--- src/rtl/core/spc_pkg.sv ---
// shared types and constants for the servo pulse controller
`timescale 1ns / 1ps

package spc_pkg;

  // servo geometry and pwm frame
  localparam logic [7:0]  ANGLE_FULL  = 8'd180;
  localparam logic [15:0] FRAME_US    = 16'd20000;

  // reset values
  localparam logic [15:0] PULSE_MIN_RST = 16'd1000;
  localparam logic [15:0] PULSE_MAX_RST = 16'd2000;
  localparam logic [15:0] PERIOD_RST    = 16'd20000;
  localparam logic [7:0]  ANGLE_RST     = 8'd90;
  localparam logic [15:0] PULSE_RST     = 16'd1500;

  // command codes
  localparam logic [2:0] ACT_ANGLE  = 3'd0;
  localparam logic [2:0] ACT_PULSE  = 3'd1;
  localparam logic [2:0] ACT_SWEEP  = 3'd2;
  localparam logic [2:0] ACT_ATTACH = 3'd3;
  localparam logic [2:0] ACT_DETACH = 3'd4;
  localparam logic [2:0] ACT_TICK   = 3'd5;

  // configuration register indexes
  localparam int unsigned CFG_IDX_W = 2;
  localparam logic [CFG_IDX_W-1:0] REG_PULSE_MIN = 2'd0;
  localparam logic [CFG_IDX_W-1:0] REG_PULSE_MAX = 2'd1;
  localparam logic [CFG_IDX_W-1:0] REG_PERIOD    = 2'd2;

  typedef struct packed {
    logic [2:0]  action;
    logic [15:0] value;
    logic [15:0] step_ms;
  } in_t;

  typedef struct packed {
    logic [15:0] duty_cmp;
    logic        duty_update;
    logic        pwm_enable;
    logic [7:0]  angle_now;
    logic [15:0] pulse_now;
    logic        sweeping;
  } out_t;

endpackage

--- src/rtl/core/servo_pulse_controller.sv ---
// top level of the servo pulse controller with its shared multiply and divide unit
`timescale 1ns / 1ps

// Servo pulse controller. Each command (write angle, write microseconds, sweep,
// attach, detach, millisecond tick) returns one result with the PWM compare value,
// the load strobe, the attached flag, the current angle and pulse, and the sweep
// flag. All multiplies and divides run on one shared unit: a 16x16 multiplier
// whose product is registered into a restoring divider that retires one
// quotient bit per cycle. A command that only recomputes the duty makes one
// pass through the unit; one that also moves the angle or pulse (write angle,
// write microseconds, a sweep step) makes two passes, position first and then
// duty. The sequencer returns to idle when the result enters the output register.
// in_ready is high only while the sequencer is idle; a finished result waits in
// an output register, so the next command can be accepted before the last
// result is taken.
// Configuration writes take effect at once and are meant for idle periods only.
module servo_pulse_controller
  import spc_pkg::*;
(
  input  logic                 clk,
  input  logic                 rst_n,
  input  logic                 in_valid,
  output logic                 in_ready,
  input  in_t                  in_data,
  output logic                 out_valid,
  input  logic                 out_ready,
  output out_t                 out_data,
  input  logic                 cfg_we,
  input  logic [CFG_IDX_W-1:0] cfg_index,
  input  logic [15:0]          cfg_wdata
);

  localparam logic [1:0] ST_IDLE = 2'd0;
  localparam logic [1:0] ST_MUL  = 2'd1;
  localparam logic [1:0] ST_DIV  = 2'd2;
  localparam logic [1:0] ST_DONE = 2'd3;

  localparam logic PH_POS  = 1'b0;
  localparam logic PH_DUTY = 1'b1;

  // configuration
  logic [15:0] pulse_min_r, pulse_max_r, period_r;

  // servo state
  logic [7:0]  cur_angle_r, cur_angle_nxt;
  logic [15:0] cur_pulse_r, cur_pulse_nxt;
  logic        attached_r, attached_nxt;
  logic [7:0]  sweep_target_r, sweep_target_nxt;
  logic        sweep_active_r, sweep_active_nxt;
  logic [15:0] sweep_reload_r, sweep_reload_nxt;
  logic [15:0] sweep_wait_r, sweep_wait_nxt;
  logic        apply_r, apply_nxt;

  // sequencer
  logic [1:0]  state_r, state_nxt;
  logic        phase_r, phase_nxt;
  logic        from_pulse_r, from_pulse_nxt;
  logic [4:0]  cnt_r, cnt_nxt;

  // shared unit datapath
  logic [31:0] dvd_r, dvd_nxt;
  logic [15:0] rem_r, rem_nxt;
  logic [15:0] div_r, div_nxt;
  logic [15:0] duty_r, duty_nxt;

  // output register
  out_t        out_data_r, out_data_nxt;
  logic        out_valid_r, out_valid_nxt;

  // combinational helpers
  logic [15:0] range_w;
  logic [7:0]  ang_clamp;
  logic [15:0] pulse_clamp;
  logic [7:0]  sw_tgt;
  logic [7:0]  step_ang;
  logic [15:0] step_ld;
  logic [15:0] mul_a, mul_b, mul_d;
  logic [31:0] prod;
  logic [16:0] rem_sh;
  logic [16:0] rem_sub;
  logic        q_bit;
  logic [31:0] quo;

  assign range_w = pulse_max_r - pulse_min_r;

  // clamp the command value as an angle and as a pulse
  assign ang_clamp = (in_data.value > {8'd0, ANGLE_FULL}) ? ANGLE_FULL : in_data.value[7:0];
  always_comb begin
    if (in_data.value < pulse_min_r) begin
      pulse_clamp = pulse_min_r;
    end else if (in_data.value > pulse_max_r) begin
      pulse_clamp = pulse_max_r;
    end else begin
      pulse_clamp = in_data.value;
    end
  end

  // one degree toward the sweep target
  assign sw_tgt   = (in_data.action == ACT_SWEEP) ? ang_clamp : sweep_target_r;
  assign step_ang = (cur_angle_r < sw_tgt) ? cur_angle_r + 8'd1 : cur_angle_r - 8'd1;
  assign step_ld  = (in_data.step_ms == 16'd0) ? 16'd1 : in_data.step_ms;

  // operand select for the shared multiply and divide
  always_comb begin
    if (phase_r == PH_DUTY) begin
      mul_a = cur_pulse_r;
      mul_b = period_r;
      mul_d = FRAME_US;
    end else if (from_pulse_r) begin
      mul_a = cur_pulse_r - pulse_min_r;
      mul_b = {8'd0, ANGLE_FULL};
      mul_d = range_w;
    end else begin
      mul_a = range_w;
      mul_b = {8'd0, cur_angle_r};
      mul_d = {8'd0, ANGLE_FULL};
    end
  end

  assign prod = mul_a * mul_b;

  // restoring divide step, one quotient bit per cycle
  assign rem_sh  = {rem_r, dvd_r[31]};
  assign rem_sub = rem_sh - {1'b0, div_r};
  assign q_bit   = (rem_sh >= {1'b0, div_r});
  assign quo     = {dvd_r[30:0], q_bit};

  // sequencer and state update
  always_comb begin
    cur_angle_nxt    = cur_angle_r;
    cur_pulse_nxt    = cur_pulse_r;
    attached_nxt     = attached_r;
    sweep_target_nxt = sweep_target_r;
    sweep_active_nxt = sweep_active_r;
    sweep_reload_nxt = sweep_reload_r;
    sweep_wait_nxt   = sweep_wait_r;
    apply_nxt        = apply_r;
    state_nxt        = state_r;
    phase_nxt        = phase_r;
    from_pulse_nxt   = from_pulse_r;
    cnt_nxt          = cnt_r;
    dvd_nxt          = dvd_r;
    rem_nxt          = rem_r;
    div_nxt          = div_r;
    duty_nxt         = duty_r;
    out_data_nxt     = out_data_r;
    out_valid_nxt    = out_valid_r;
    in_ready         = (state_r == ST_IDLE);

    // result taken downstream
    if (out_valid_r && out_ready) begin
      out_valid_nxt = 1'b0;
    end

    case (state_r)
      ST_IDLE: begin
        if (in_valid) begin
          apply_nxt      = 1'b0;
          phase_nxt      = PH_DUTY;
          from_pulse_nxt = 1'b0;
          case (in_data.action)
            ACT_ANGLE: begin
              sweep_active_nxt = 1'b0;
              cur_angle_nxt    = ang_clamp;
              apply_nxt        = 1'b1;
              phase_nxt        = PH_POS;
            end
            ACT_PULSE: begin
              sweep_active_nxt = 1'b0;
              cur_pulse_nxt    = pulse_clamp;
              apply_nxt        = 1'b1;
              phase_nxt        = PH_POS;
              from_pulse_nxt   = 1'b1;
            end
            ACT_SWEEP: begin
              if (!attached_r) begin
                apply_nxt = 1'b1;
              end
              attached_nxt     = 1'b1;
              sweep_target_nxt = ang_clamp;
              sweep_active_nxt = 1'b0;
              if (cur_angle_r != ang_clamp) begin
                sweep_active_nxt = (step_ang != ang_clamp);
                sweep_reload_nxt = step_ld;
                sweep_wait_nxt   = step_ld;
                cur_angle_nxt    = step_ang;
                apply_nxt        = 1'b1;
                phase_nxt        = PH_POS;
              end
            end
            ACT_ATTACH: begin
              attached_nxt = 1'b1;
              apply_nxt    = 1'b1;
            end
            ACT_DETACH: begin
              attached_nxt     = 1'b0;
              sweep_active_nxt = 1'b0;
            end
            ACT_TICK: begin
              if (sweep_active_r) begin
                if (sweep_wait_r > 16'd1) begin
                  sweep_wait_nxt = sweep_wait_r - 16'd1;
                end else begin
                  sweep_wait_nxt   = sweep_reload_r;
                  cur_angle_nxt    = step_ang;
                  sweep_active_nxt = (step_ang != sweep_target_r);
                  apply_nxt        = 1'b1;
                  phase_nxt        = PH_POS;
                end
              end
            end
            default: begin
            end
          endcase
          state_nxt = ST_MUL;
        end
      end
      ST_MUL: begin
        dvd_nxt   = prod;
        rem_nxt   = 16'd0;
        div_nxt   = mul_d;
        cnt_nxt   = 5'd0;
        state_nxt = ST_DIV;
      end
      ST_DIV: begin
        rem_nxt = q_bit ? rem_sub[15:0] : rem_sh[15:0];
        dvd_nxt = quo;
        cnt_nxt = cnt_r + 5'd1;
        if (cnt_r == 5'd31) begin
          if (phase_r == PH_POS) begin
            if (from_pulse_r) begin
              cur_angle_nxt = (range_w == 16'd0) ? 8'd0 : quo[7:0];
            end else begin
              cur_pulse_nxt = pulse_min_r + quo[15:0];
            end
            phase_nxt = PH_DUTY;
            state_nxt = ST_MUL;
          end else begin
            duty_nxt  = (quo > {16'd0, period_r}) ? period_r : quo[15:0];
            state_nxt = ST_DONE;
          end
        end
      end
      ST_DONE: begin
        if (!out_valid_r || out_ready) begin
          out_data_nxt.duty_cmp    = duty_r;
          out_data_nxt.duty_update = apply_r && attached_r;
          out_data_nxt.pwm_enable  = attached_r;
          out_data_nxt.angle_now   = cur_angle_r;
          out_data_nxt.pulse_now   = cur_pulse_r;
          out_data_nxt.sweeping    = sweep_active_r;
          out_valid_nxt            = 1'b1;
          state_nxt                = ST_IDLE;
        end
      end
      default: begin
        state_nxt = ST_IDLE;
      end
    endcase
  end

  // configuration registers, range writes keep min below max
  always_ff @(posedge clk) begin
    if (!rst_n) begin
      pulse_min_r <= PULSE_MIN_RST;
      pulse_max_r <= PULSE_MAX_RST;
      period_r    <= PERIOD_RST;
    end else if (cfg_we) begin
      case (cfg_index)
        REG_PULSE_MIN: begin
          if (cfg_wdata < pulse_max_r) begin
            pulse_min_r <= cfg_wdata;
          end
        end
        REG_PULSE_MAX: begin
          if (pulse_min_r < cfg_wdata) begin
            pulse_max_r <= cfg_wdata;
          end
        end
        REG_PERIOD: begin
          period_r <= cfg_wdata;
        end
        default: begin
        end
      endcase
    end
  end

  // control and servo state
  always_ff @(posedge clk) begin
    if (!rst_n) begin
      cur_angle_r    <= ANGLE_RST;
      cur_pulse_r    <= PULSE_RST;
      attached_r     <= 1'b0;
      sweep_target_r <= 8'd0;
      sweep_active_r <= 1'b0;
      sweep_reload_r <= 16'd0;
      sweep_wait_r   <= 16'd0;
      apply_r        <= 1'b0;
      state_r        <= ST_IDLE;
      phase_r        <= PH_DUTY;
      from_pulse_r   <= 1'b0;
      cnt_r          <= 5'd0;
      out_valid_r    <= 1'b0;
    end else begin
      cur_angle_r    <= cur_angle_nxt;
      cur_pulse_r    <= cur_pulse_nxt;
      attached_r     <= attached_nxt;
      sweep_target_r <= sweep_target_nxt;
      sweep_active_r <= sweep_active_nxt;
      sweep_reload_r <= sweep_reload_nxt;
      sweep_wait_r   <= sweep_wait_nxt;
      apply_r        <= apply_nxt;
      state_r        <= state_nxt;
      phase_r        <= phase_nxt;
      from_pulse_r   <= from_pulse_nxt;
      cnt_r          <= cnt_nxt;
      out_valid_r    <= out_valid_nxt;
    end
  end

  // datapath registers
  always_ff @(posedge clk) begin
    dvd_r      <= dvd_nxt;
    rem_r      <= rem_nxt;
    div_r      <= div_nxt;
    duty_r     <= duty_nxt;
    out_data_r <= out_data_nxt;
  end

  assign out_valid = out_valid_r;
  assign out_data  = out_data_r;

endmodule

--- config.mk ---
export PLATFORM = sky130hd
export DESIGN_NAME = servo_pulse_controller
export DESIGN_NICKNAME = d
export VERILOG_FILES = /design/src/rtl/core/spc_pkg.sv /design/src/rtl/core/servo_pulse_controller.sv
export SDC_FILE = /design/constraint.sdc
export NUM_CORES = 1
export LEC_CHECK = 0
export ABC_CLOCK_PERIOD_IN_PS = 7900
export BUFFER_PORTS_ARGS = -buffer_cell sky130_fd_sc_hd__buf_4
export CORE_UTILIZATION = 59
export CTS_BUF_LIST = sky130_fd_sc_hd__clkbuf_8
export DETAILED_ROUTE_END_ITERATION = 10
export PLACE_DENSITY_LB_ADDON = 0.08
export SLEW_MARGIN = 20
export SYNTH_ARGS = -nofsm -noshare
export SYNTH_HDL_FRONTEND = slang
export SYNTH_SLANG_ARGS = --single-unit
--- constraint.sdc ---
create_clock -name clk -period 7.9 [get_ports clk]
set_input_delay 0.395 -clock clk [delete_from_list [all_inputs] [get_ports clk]]
set_output_delay 0.395 -clock clk [all_outputs]
set_load 0.01 [all_outputs]
-- Word-level counts from Yosys, hierarchy flattened
Cells that the tools add are included.
- muxes and demuxes: 62
- eq/ne operators: 27
- bitwise operators: 1
- reductions and logical operators: 33
- multiply operators: 1
- add/subtract/negate cells: 8
- order comparisons: 9
- operators by type and width (cell ; count):
    $mux W16 ; 16
    $mux W8 ; 12
    $pmux W16 S2 ; 3
    $pmux W32 S2 ; 1
    $lt A16 B16 Y1 ; 3
    $sub A16 B16 Y16 ; 3
    $gt A32 B16 Y1 ; 1
    $logic_not A16 Y1 ; 2
    $mul A16 B16 Y32 ; 1
    $ne A8 B8 Y1 ; 3
    $pmux W8 S3 ; 1
    $reduce_and A3 Y1 ; 7
    $ge A17 B16 Y1 ; 1
    $add A16 B16 Y16 ; 1
    $gt A16 B1 Y1 const B ; 1
    $gt A16 B16 Y1 ; 1
    $gt A16 B8 Y1 const B ; 1
    $mux W1 ; 16
    $pmux W8 S2 ; 1
    $sub A16 B1 Y16 const B ; 1
    $mux W15 ; 1
    $ne A2 B2 Y1 const B ; 7
    $pmux W5 S2 ; 1
    $pmux W1 S3 ; 3
    32 further kinds ; 53
- output and inout bits: 45
- logic and storage cells: 168
- input port bits: 58
- register bits: 248

-- Logic depth before layout (Yosys ltp)
Gate-level depths: netlist of the first run.
- word-level depth: 10
- depth in mapped cells: 36

-- Least setup slack after synthesis of the first run
OpenSTA, ideal clock, no wires.
- path type: register to register
- start: register pulse_min_r[1]
- end: register dvd_r[31] (data pin)
- clock period less this slack: 8.269 ns
- path slack: -0.369 ns
- library setup time: 0.271 ns
- cell stages (with the launch flop): 29
- data required time: 7.629 ns
- arrival: 7.998 ns
- path through: dfxtp_1 -> inv_1 -> fa_1 -> a21o_1 -> a21oi_2 -> o21bai_1 -> a2111oi_2 -> o31ai_1 -> a211oi_1 -> o21ai_0 -> a32oi_2 -> nand3_1 -> fa_1 -> fa_1 -> inv_1 -> fa_1 -> fa_1 -> fa_1 -> inv_1 -> fa_1 -> inv_1 -> ha_1 -> nand3_1 -> a2111oi_0 -> a31oi_1 -> a211oi_1 -> nor2_1 -> a2111oi_0 -> nor3_1
- cells in the longest elaborated chain, start to end: 5
- elaborated cells on any way between the ends: 6
- those cells by class: add/sub (2); mul (1); mux (3)
- ends and longest elaborated chain (element ; RTL line ; text):
    start: declaration ; servo_pulse_controller.sv:42 ; logic [15:0] pulse_min_r, pulse_max_r, period_r;
    start signal: assignment ; servo_pulse_controller.sv:272 ; pulse_min_r <= cfg_wdata;
    $sub A16 B16 Y16, on equally long branches ; servo_pulse_controller.sv:84, servo_pulse_controller.sv:110 ;
    $mux W16 * ; servo_pulse_controller.sv:109 ; end else if (from_pulse_r) begin
    $mux W16 * ; servo_pulse_controller.sv:105 ; if (phase_r == PH_DUTY) begin
    $mul A16 B16 Y32 * ; servo_pulse_controller.sv:120 ; assign prod = mul_a * mul_b;
    $pmux W32 S2 * ; servo_pulse_controller.sv:155 ; case (state_r)
    net dvd_nxt[31] ; servo_pulse_controller.sv:61 ; logic [31:0] dvd_r, dvd_nxt;
    end signal: assignment ; servo_pulse_controller.sv:324 ; dvd_r <= dvd_nxt;
    end: declaration ; servo_pulse_controller.sv:61 ;
Mark *: on every way through the listed nets, which the timed path passes. The rest lies on a longest branch.
A chain may end at the register's enable or synchronous reset.

-- Worst setup path in the final report of the first run
- start: register cur_pulse_r[0]
- end: register dvd_r[31] (data pin)
- cells in the longest elaborated chain, start to end: 5
- ends and longest elaborated chain (element ; RTL line ; text):
    start: declaration ; servo_pulse_controller.sv:46 ; logic [15:0] cur_pulse_r, cur_pulse_nxt;
    start signal: assignment ; servo_pulse_controller.sv:307 ; cur_pulse_r <= cur_pulse_nxt;
    $sub A16 B16 Y16 ; servo_pulse_controller.sv:110 ; mul_a = cur_pulse_r - pulse_min_r;
    $mux W16 ; servo_pulse_controller.sv:109 ;
    $mux W16 * ; servo_pulse_controller.sv:105 ;
    $mul A16 B16 Y32 * ; servo_pulse_controller.sv:120 ;
    $pmux W32 S2 * ; servo_pulse_controller.sv:155 ;
    net dvd_nxt[31] ; servo_pulse_controller.sv:61 ;
Marked as above.

==> results of run 1 <==
layout make-up:
cell class	instances	share of cell area
multi-input cells	2165	0.600
flip-flops and latches	248	0.207
repair buffers	369	0.0947
inverters	346	0.0433
clock buffers	54	0.0248
well taps	539	0.0225
clock inverters	29	0.00768
synthesized netlist by cell type (11+ instances only):
master    number
nor3_1        44
and3_1        50
a31oi_1       17
fa_1         199
clkbuf_1      93
ha_1         263
nand3_1       65
nand2b_1      34
xor2_1        35
a211oi_1      42
mux2i_1       56
inv_1        346
xnor2_1       61
buf_1         18
o21a_1        24
a21oi_1      172
nand2_1      296
o211ai_1      33
nor2_1       272
o31ai_1       13
a21o_1        49
dfxtp_1      125
nor4_1        19
o21ai_0      135
nand4_1       22
o21bai_1      11
edfxtp_1     123
mux2_2        29
a211oi_2      14
or3_1         15
nor2b_1       48
metal layers:
metal  vias up  GRT usage
li1      10500          -
met4         0      0.173
met1     11100      0.478
met2      1018      0.617
met5         -          0
met3       240     0.0908
cells in the final DEF (no fill, tap or decap), types with 49 or more instances in the layout:
cell | Yosys | routed
fa_1 | 199 | 191
clkbuf_8 | 0 | 54
ha_1 | 263 | 248
xnor2_1 | 61 | 56
and3_1 | 50 | 50
inv_1 | 346 | 340
edfxtp_1 | 123 | 123
mux2i_1 | 56 | 56
a21o_1 | 49 | 49
nand2_1 | 296 | 293
dfxtp_1 | 125 | 122
o21ai_0 | 135 | 122
a21oi_1 | 172 | 155
nand3_1 | 65 | 58
nor2_1 | 272 | 266
buf_4 | 5 | 353
registers in the layout (all words and copies together), names as in the netlist, 8 cells and up:
name,cells
out_data,43
sweep_reload_r,16
duty_r,16
cur_pulse_r,16
pulse_min_r,16
period_r,16
dvd_r,32
sweep_target_r,8
sweep_wait_r,16
rem_r,16
div_r,16
pulse_max_r,16
cur_angle_r,8
worst register-to-register path, delay by kind of cell, from the launching register on:
family	cells	cell delay (ps)
AOI/OAI and AO/OA	12	2690
DFF	1	330
and+or+nand+nor	3	260
buffers and inverters	10	890
adders and majority gates	9	3740
per-stage QoR:
| step | TNS, ps | std cells | area [um2] | util | setup WS [ps] |
|---|---|---|---|---|---|
| after floorplan | 0 | 2888 | 25300 | - | 5.39 |
| after global placement | -5200 | 3634 | 28000 | 0.667 | -553 |
| after detailed placement | -7620 | 3634 | 28000 | 0.667 | -732 |
| after CTS | -3070 | 3732 | 29500 | 0.701 | -343 |
| after global routing | -6190 | 3750 | 30000 | 0.713 | -561 |
| final | -1270 | 3750 | 30000 | 0.713 | -241 |
timing repair:
action                                  in CTS  in global routing
endpoints found under the hold margin        5                  0
endpoints found under the setup margin      17                 20
pin swaps                                   82                104
setup buffers                               11                 20
hold buffers                                 5                  0
resized for setup                           75                 88
logic make-up (layout without fill, tap and decap cells):
group                    after synthesis  in the layout  synth area share
buffers and inverters                475            798            0.0727
XOR/XNOR                              97             97            0.0342
flip-flops                           248            248             0.245
multiplexers                          85             85            0.0351
adder cells (fa/ha/maj)              463            463             0.288
AO/OA/AOI/OAI                        596            596             0.153
AND/OR/NAND/NOR                      924            924             0.171
worst max-delay path by stage:
| stage | startpoint | to | slack [ps] |
|---|---|---|---|
| 2_1_floorplan | cur_pulse_r[0] | dvd_r[29] | 5 |
| 3_3_place_gp | cur_pulse_r[0] | dvd_r[31] | -550 |
| 3_5_place_dp | pulse_min_r[0] | dvd_r[29] | -730 |
| 4_1_cts | cur_pulse_r[0] | dvd_r[30] | -340 |
| 5_1_grt | cur_pulse_r[0] | dvd_r[28] | -560 |
| 6_report | cur_pulse_r[0] | dvd_r[31] | -240 |
==> impl_metrics.ini, run 1 <==
[global_routing]
grt_overflow = 0
antenna_found_initial = 1
grt_start_max_net_pins = 104
grt_usage = 0.379
grt_pass1_vias = 23200
grt_pass1_wl_um = 128000

[floorplan]
dieWidth_um = 209
num_rows = 75
core-area_mm2 = 0.0420
fp.dieH_um = 209
io_pins = 103
dieArea_mm2 = 0.0436
start_util = 0.601

[cells_and_area]
nets = 3696
drive_above_1_share = 0.197
n_fill_cell = 3331
antenna_cells = 0
seqCellArea_mm2 = 0.00620
multi_input_area_mm2 = 0.0180
area_delta_synth_final_pct = 18.8

[clock_network]
clock_path_buffers = 3
cts.sinks = 248
htree_levels = 2
cts_tree = done
cts_buffers = 46
clk_latency_ps = 640
path_clk_slew_ps = 60
cts-root-buf = clkbuf_8

[drt]
drc_errors = 0
totalWireLength_um = 81400
firstDrtPassIters = 6
wl_met3_um = 7580
wl_per_cell_um = 21.7
via_count = 22900
wl_met2_um = 37400
ant_nets = 0
route.layer.met1.wl_um = 32600
drtIter0Drc = 1820
routed_via_density = 6.09
topRoutingLayerUsed = met4

[synth]
synth-main-ff-cell = dfxtp_1
avgSynthCellArea_um2 = 8.74
synthArstFlopShare = 0
synth_edf_count = 123
synth.largest_area_cell = fa_1
syn_area_mm2 = 0.0253
syn_nets = 3408
synthCells = 2888
yosys_warnings = 0
synth_area_leaders = fa_1, edfxtp_1, ha_1, dfxtp_1, inv_1
synth_seq_cells = 248
synth.distinct_cells = 80
seq_area_frac_synth = 0.245
synth.top_cell.area_share = 0.158

[critical_path]
worst-setup-path-type = flip-flop to flip-flop
max_stage_delay_ps = 570
cp.depth = 34
crit_family = adder cells
r2r_slack_ps = -240
startpoint_type = flip-flop
ff2ff_path_depth = 34
reg2reg_from = cur_pulse_r[0]
cp_slowest_cell = fa_1
cp.required_ps = 8270
cp_num_buf_inv = 10
worstPathArrival_ps = 8510
endpoint_kind = flip-flop
path_max_fanout = 3
r2r_end = dvd_r[31]

[timing]
fin_hold_ws_ps = 20.1
setup_violations = 10
finalCritPeriodShare = 1.03
layout_min_cycle_time_ps = 8140
finalHoldViolations = 0
skew_ps = 25.7
worst_pin_slew_ps = 1160
rsz0062_at_grt = true
clock.fmax_mhz = 123
relSlewSlack = 0.228
fin_ws_ps = -241
final_max_slew_viol_count = 0

[run_status]
outcome = finished with violations
violations = negative setup slack

[hold_path]
hp-class = input port to flip-flop
hold_end = sweep_reload_r[6]
hold-path-cell-count = 3
min_from = in_data[6]

[run]
maxCapViolCount = 0

[placed_design]
hpwl_um = 62700
place_congestion = 1.02
io_buffers = 102
Power of run 1 is not shown: default switching activity piles up to over one toggle a cycle in this logic, so the estimate is an artifact.
==> run 2: changes to the inputs <==
--- a/config.mk
+++ b/config.mk
@@ -5,9 +5,10 @@
 export SDC_FILE = /design/constraint.sdc
 export NUM_CORES = 1
 export LEC_CHECK = 0
+export ABC_AREA = 1
 export ABC_CLOCK_PERIOD_IN_PS = 7900
 export BUFFER_PORTS_ARGS = -buffer_cell sky130_fd_sc_hd__buf_4
-export CORE_UTILIZATION = 59
+export CORE_UTILIZATION = 45
 export CTS_BUF_LIST = sky130_fd_sc_hd__clkbuf_8
 export DETAILED_ROUTE_END_ITERATION = 10
 export PLACE_DENSITY_LB_ADDON = 0.08
==> run 2 against run 1 <==
- the run now ends clean
- worst setup slack improved by 480 ps
- cell area fell by 3.3%
- first-iteration DRC count fell by 8.9%
- maximum frequency rose by 6.3%
- core utilization fell by 18 points
- cell count rose by 9.7%
- critical path depth rose by 2
- flip-flop and latch count did not move
- non-clock buffer count fell by 83
- hold slack improved by 22 ps
- area after synthesis fell by 2.3%
- synthesized cell count rose by 8.9%
- largest cell class unchanged
==> impl_metrics.ini, run 2 <==
[run_status]
outcome = complete, no violations

[timing]
worst_pin_slew_ps = 1080
clock.fmax_mhz = 131
layout_min_cycle_time_ps = 7660
final_max_slew_viol_count = 0
rsz0062_at_grt = true
relSlewSlack = 0.277
finalCritPeriodShare = 0.970
setup_tns_ps = 0
finalHoldViolations = 0
setup_violations = 0
skew_ps = 41.4

[floorplan]
start_util = 0.457
core-area_mm2 = 0.0540
dieWidth_um = 236
dieArea_mm2 = 0.0558
fp.dieH_um = 236
io_pins = 103
num_rows = 85

[synth]
synth.distinct_cells = 59
netlist_top_cells_count = nand2_1, inv_1, a21oi_1
synth_edf_count = 123
synthMuxAreaShare = 0.000456
yosys_warnings = 0
synthArstFlopShare = 0
synth_seq_cells = 248
synthCells = 3145
synth-main-ff-cell = dfxtp_1
syn_area_mm2 = 0.0247
synth_compound_area_frac = 0.148
synth_top_family_by_area = adder cells
syn_nets = 3665
synth-simple-area-share = 0.171
synth.largest_area_cell = fa_1
synth-xor-area-share = 0.0302
synth.top_cell.area_share = 0.161
synthAdderAreaFrac = 0.295
synth_area_leaders = fa_1, edfxtp_1, ha_1, dfxtp_1, nand2_1
yosysMostFrequentCell = nand2_1
seq_area_frac_synth = 0.251
avgSynthCellArea_um2 = 7.85

[critical_path]
ff2ff_path_depth = 36
max_stage_delay_ps = 550
reg2reg_from = pulse_min_r[7]
startpoint_type = flip-flop
path_max_fanout = 4
r2r_slack_ps = 240
crit_top_cell = fa_1
worstPathArrival_ps = 8060
worst-setup-path-type = flip-flop to flip-flop
cp_num_buf_inv = 9
endpoint_kind = flip-flop
cp.required_ps = 8300
cp_slowest_cell = fa_1
crit_family = adder cells
r2r_end = dvd_r[27]

[placed_design]
dp.cells = 3989
io_buffers = 102
post_dp_cell_area_mm2 = 0.0270
hpwl_um = 65300
place_congestion = 0.994

[clock_network]
clock_path_buffers = 3
clk_latency_ps = 660
cts_buffers = 50
cts.sinks = 248
cts-root-buf = clkbuf_8
path_clk_slew_ps = 60
htree_levels = 2
cts_tree = done

[drt]
ant_nets = 0
firstDrtPassIters = 8
topRoutingLayerUsed = met4
drtIter0Drc = 1658
wl_met2_um = 38900
route.layer.met1.wl_um = 35900
totalWireLength_um = 83100
wl_met3_um = 5370
drc_errors = 0
routed_via_density = 5.47
via_count = 22500
wl_per_cell_um = 20.2

[hold_path]
hold_end = sweep_reload_r[8]
hold-path-cell-count = 3
min_from = in_data[8]
hp-class = input port to flip-flop

[cells_and_area]
final_common_cell = nand2_1
mostFrequentLayoutCells = nand2_1, inv_1, buf_4
nets = 3900
drive_above_1_share = 0.159
final_util = 0.537
largest_reg_flops = 43
fin_area_mm2 = 0.0290
fin_cells = 4114
antenna_cells = 0
n_fill_cell = 5227
area_delta_synth_final_pct = 17.6

[run]
maxCapViolCount = 0

[global_routing]
grt_pass1_vias = 22500
grt_overflow = 0
grt_pass1_wl_um = 129000
grt_start_max_net_pins = 92
grt_usage = 0.298
antenna_found_initial = 0
-- run 2: changes by cell type in the layout (fill, tap and decap cells not counted), sizes merged, moves of 34 or more --
cell,before,now
and3,50,0
inv,360,594
nand3,65,100
o21ai,145,250
nor2b,48,0
a211oi,56,4
nor2,273,215
buf,364,281
a21oi,175,280
nand2b,34,0
a21o,49,6
mux2i,56,0
nand2,296,585
-- run 2: timing repair --
item,4_1_cts,5_1_grt
hold buffers,5,0
endpoints found under the hold margin,6,0
buffers inserted,1,30
gates resized for setup,13,166
pin swaps,3,100
endpoints found under the setup margin,13,19
-- run 2: area by class of cell --
type / count / area, um2 / share of cell area
Tap cell: 696 / 871 / 0.0300
Clock buffer: 52 / 716 / 0.0247
Multi-Input combinational cell: 2216 / 16600 / 0.571
Sequential cell: 248 / 6210 / 0.214
Clock inverter: 38 / 255 / 0.00880
Inverter: 578 / 2200 / 0.0759
Timing Repair Buffer: 286 / 2170 / 0.0750
-- run 2: logic make-up after synthesis --
kind of cell,after synthesis
AND/OR/NAND/NOR,1007
buffers and inverters,681
AO/OA/AOI/OAI,661
adder cells (fa/ha/maj),462
flip-flops,248
XOR/XNOR,85
multiplexers,1
-- run 2: how the worst max path moves through the flow --
stage / startpoint / endpoint / slack [ps] / depth (start not counted)
floorplan: pulse_max_r[0] / dvd_r[29] / 350 / 35
global placement: pulse_max_r[0] / dvd_r[27] / -230 / 36
detailed placement: pulse_max_r[0] / dvd_r[27] / -370 / 36
CTS: pulse_max_r[0] / dvd_r[27] / 8 / 34
global route: pulse_max_r[0] / dvd_r[29] / -90 / 35
finish: pulse_min_r[7] / dvd_r[27] / 240 / 36
-- run 2: metrics by stage --
stage	hold WS (ps)	setup slack, ps
4_1_cts	3.10	7.76
6_report	42.0	238
3_3_place_gp	406	-227
2_1_floorplan	400	355
5_1_grt	30.6	-94.8
3_5_place_dp	407	-367
-- run 2: worst reg2reg max path: cells and delay by family, from the launching register on --
family          cells  cell delay [ps]
xor+xnor            1              160
buf+inv             9             1030
fa+ha+maj           8             3700
compound gates      3              380
flops               1              350
simple gates       15             1800
-- run 2: layer usage --
metal | vias to the layer above | global-route usage
li1 | 10700 | -
met1 | 10800 | 0.399
met2 | 789 | 0.495
met3 | 168 | 0.0411
met4 | 0 | 0.102
met5 | - | 0
Power of run 2 is left out for the same reason.
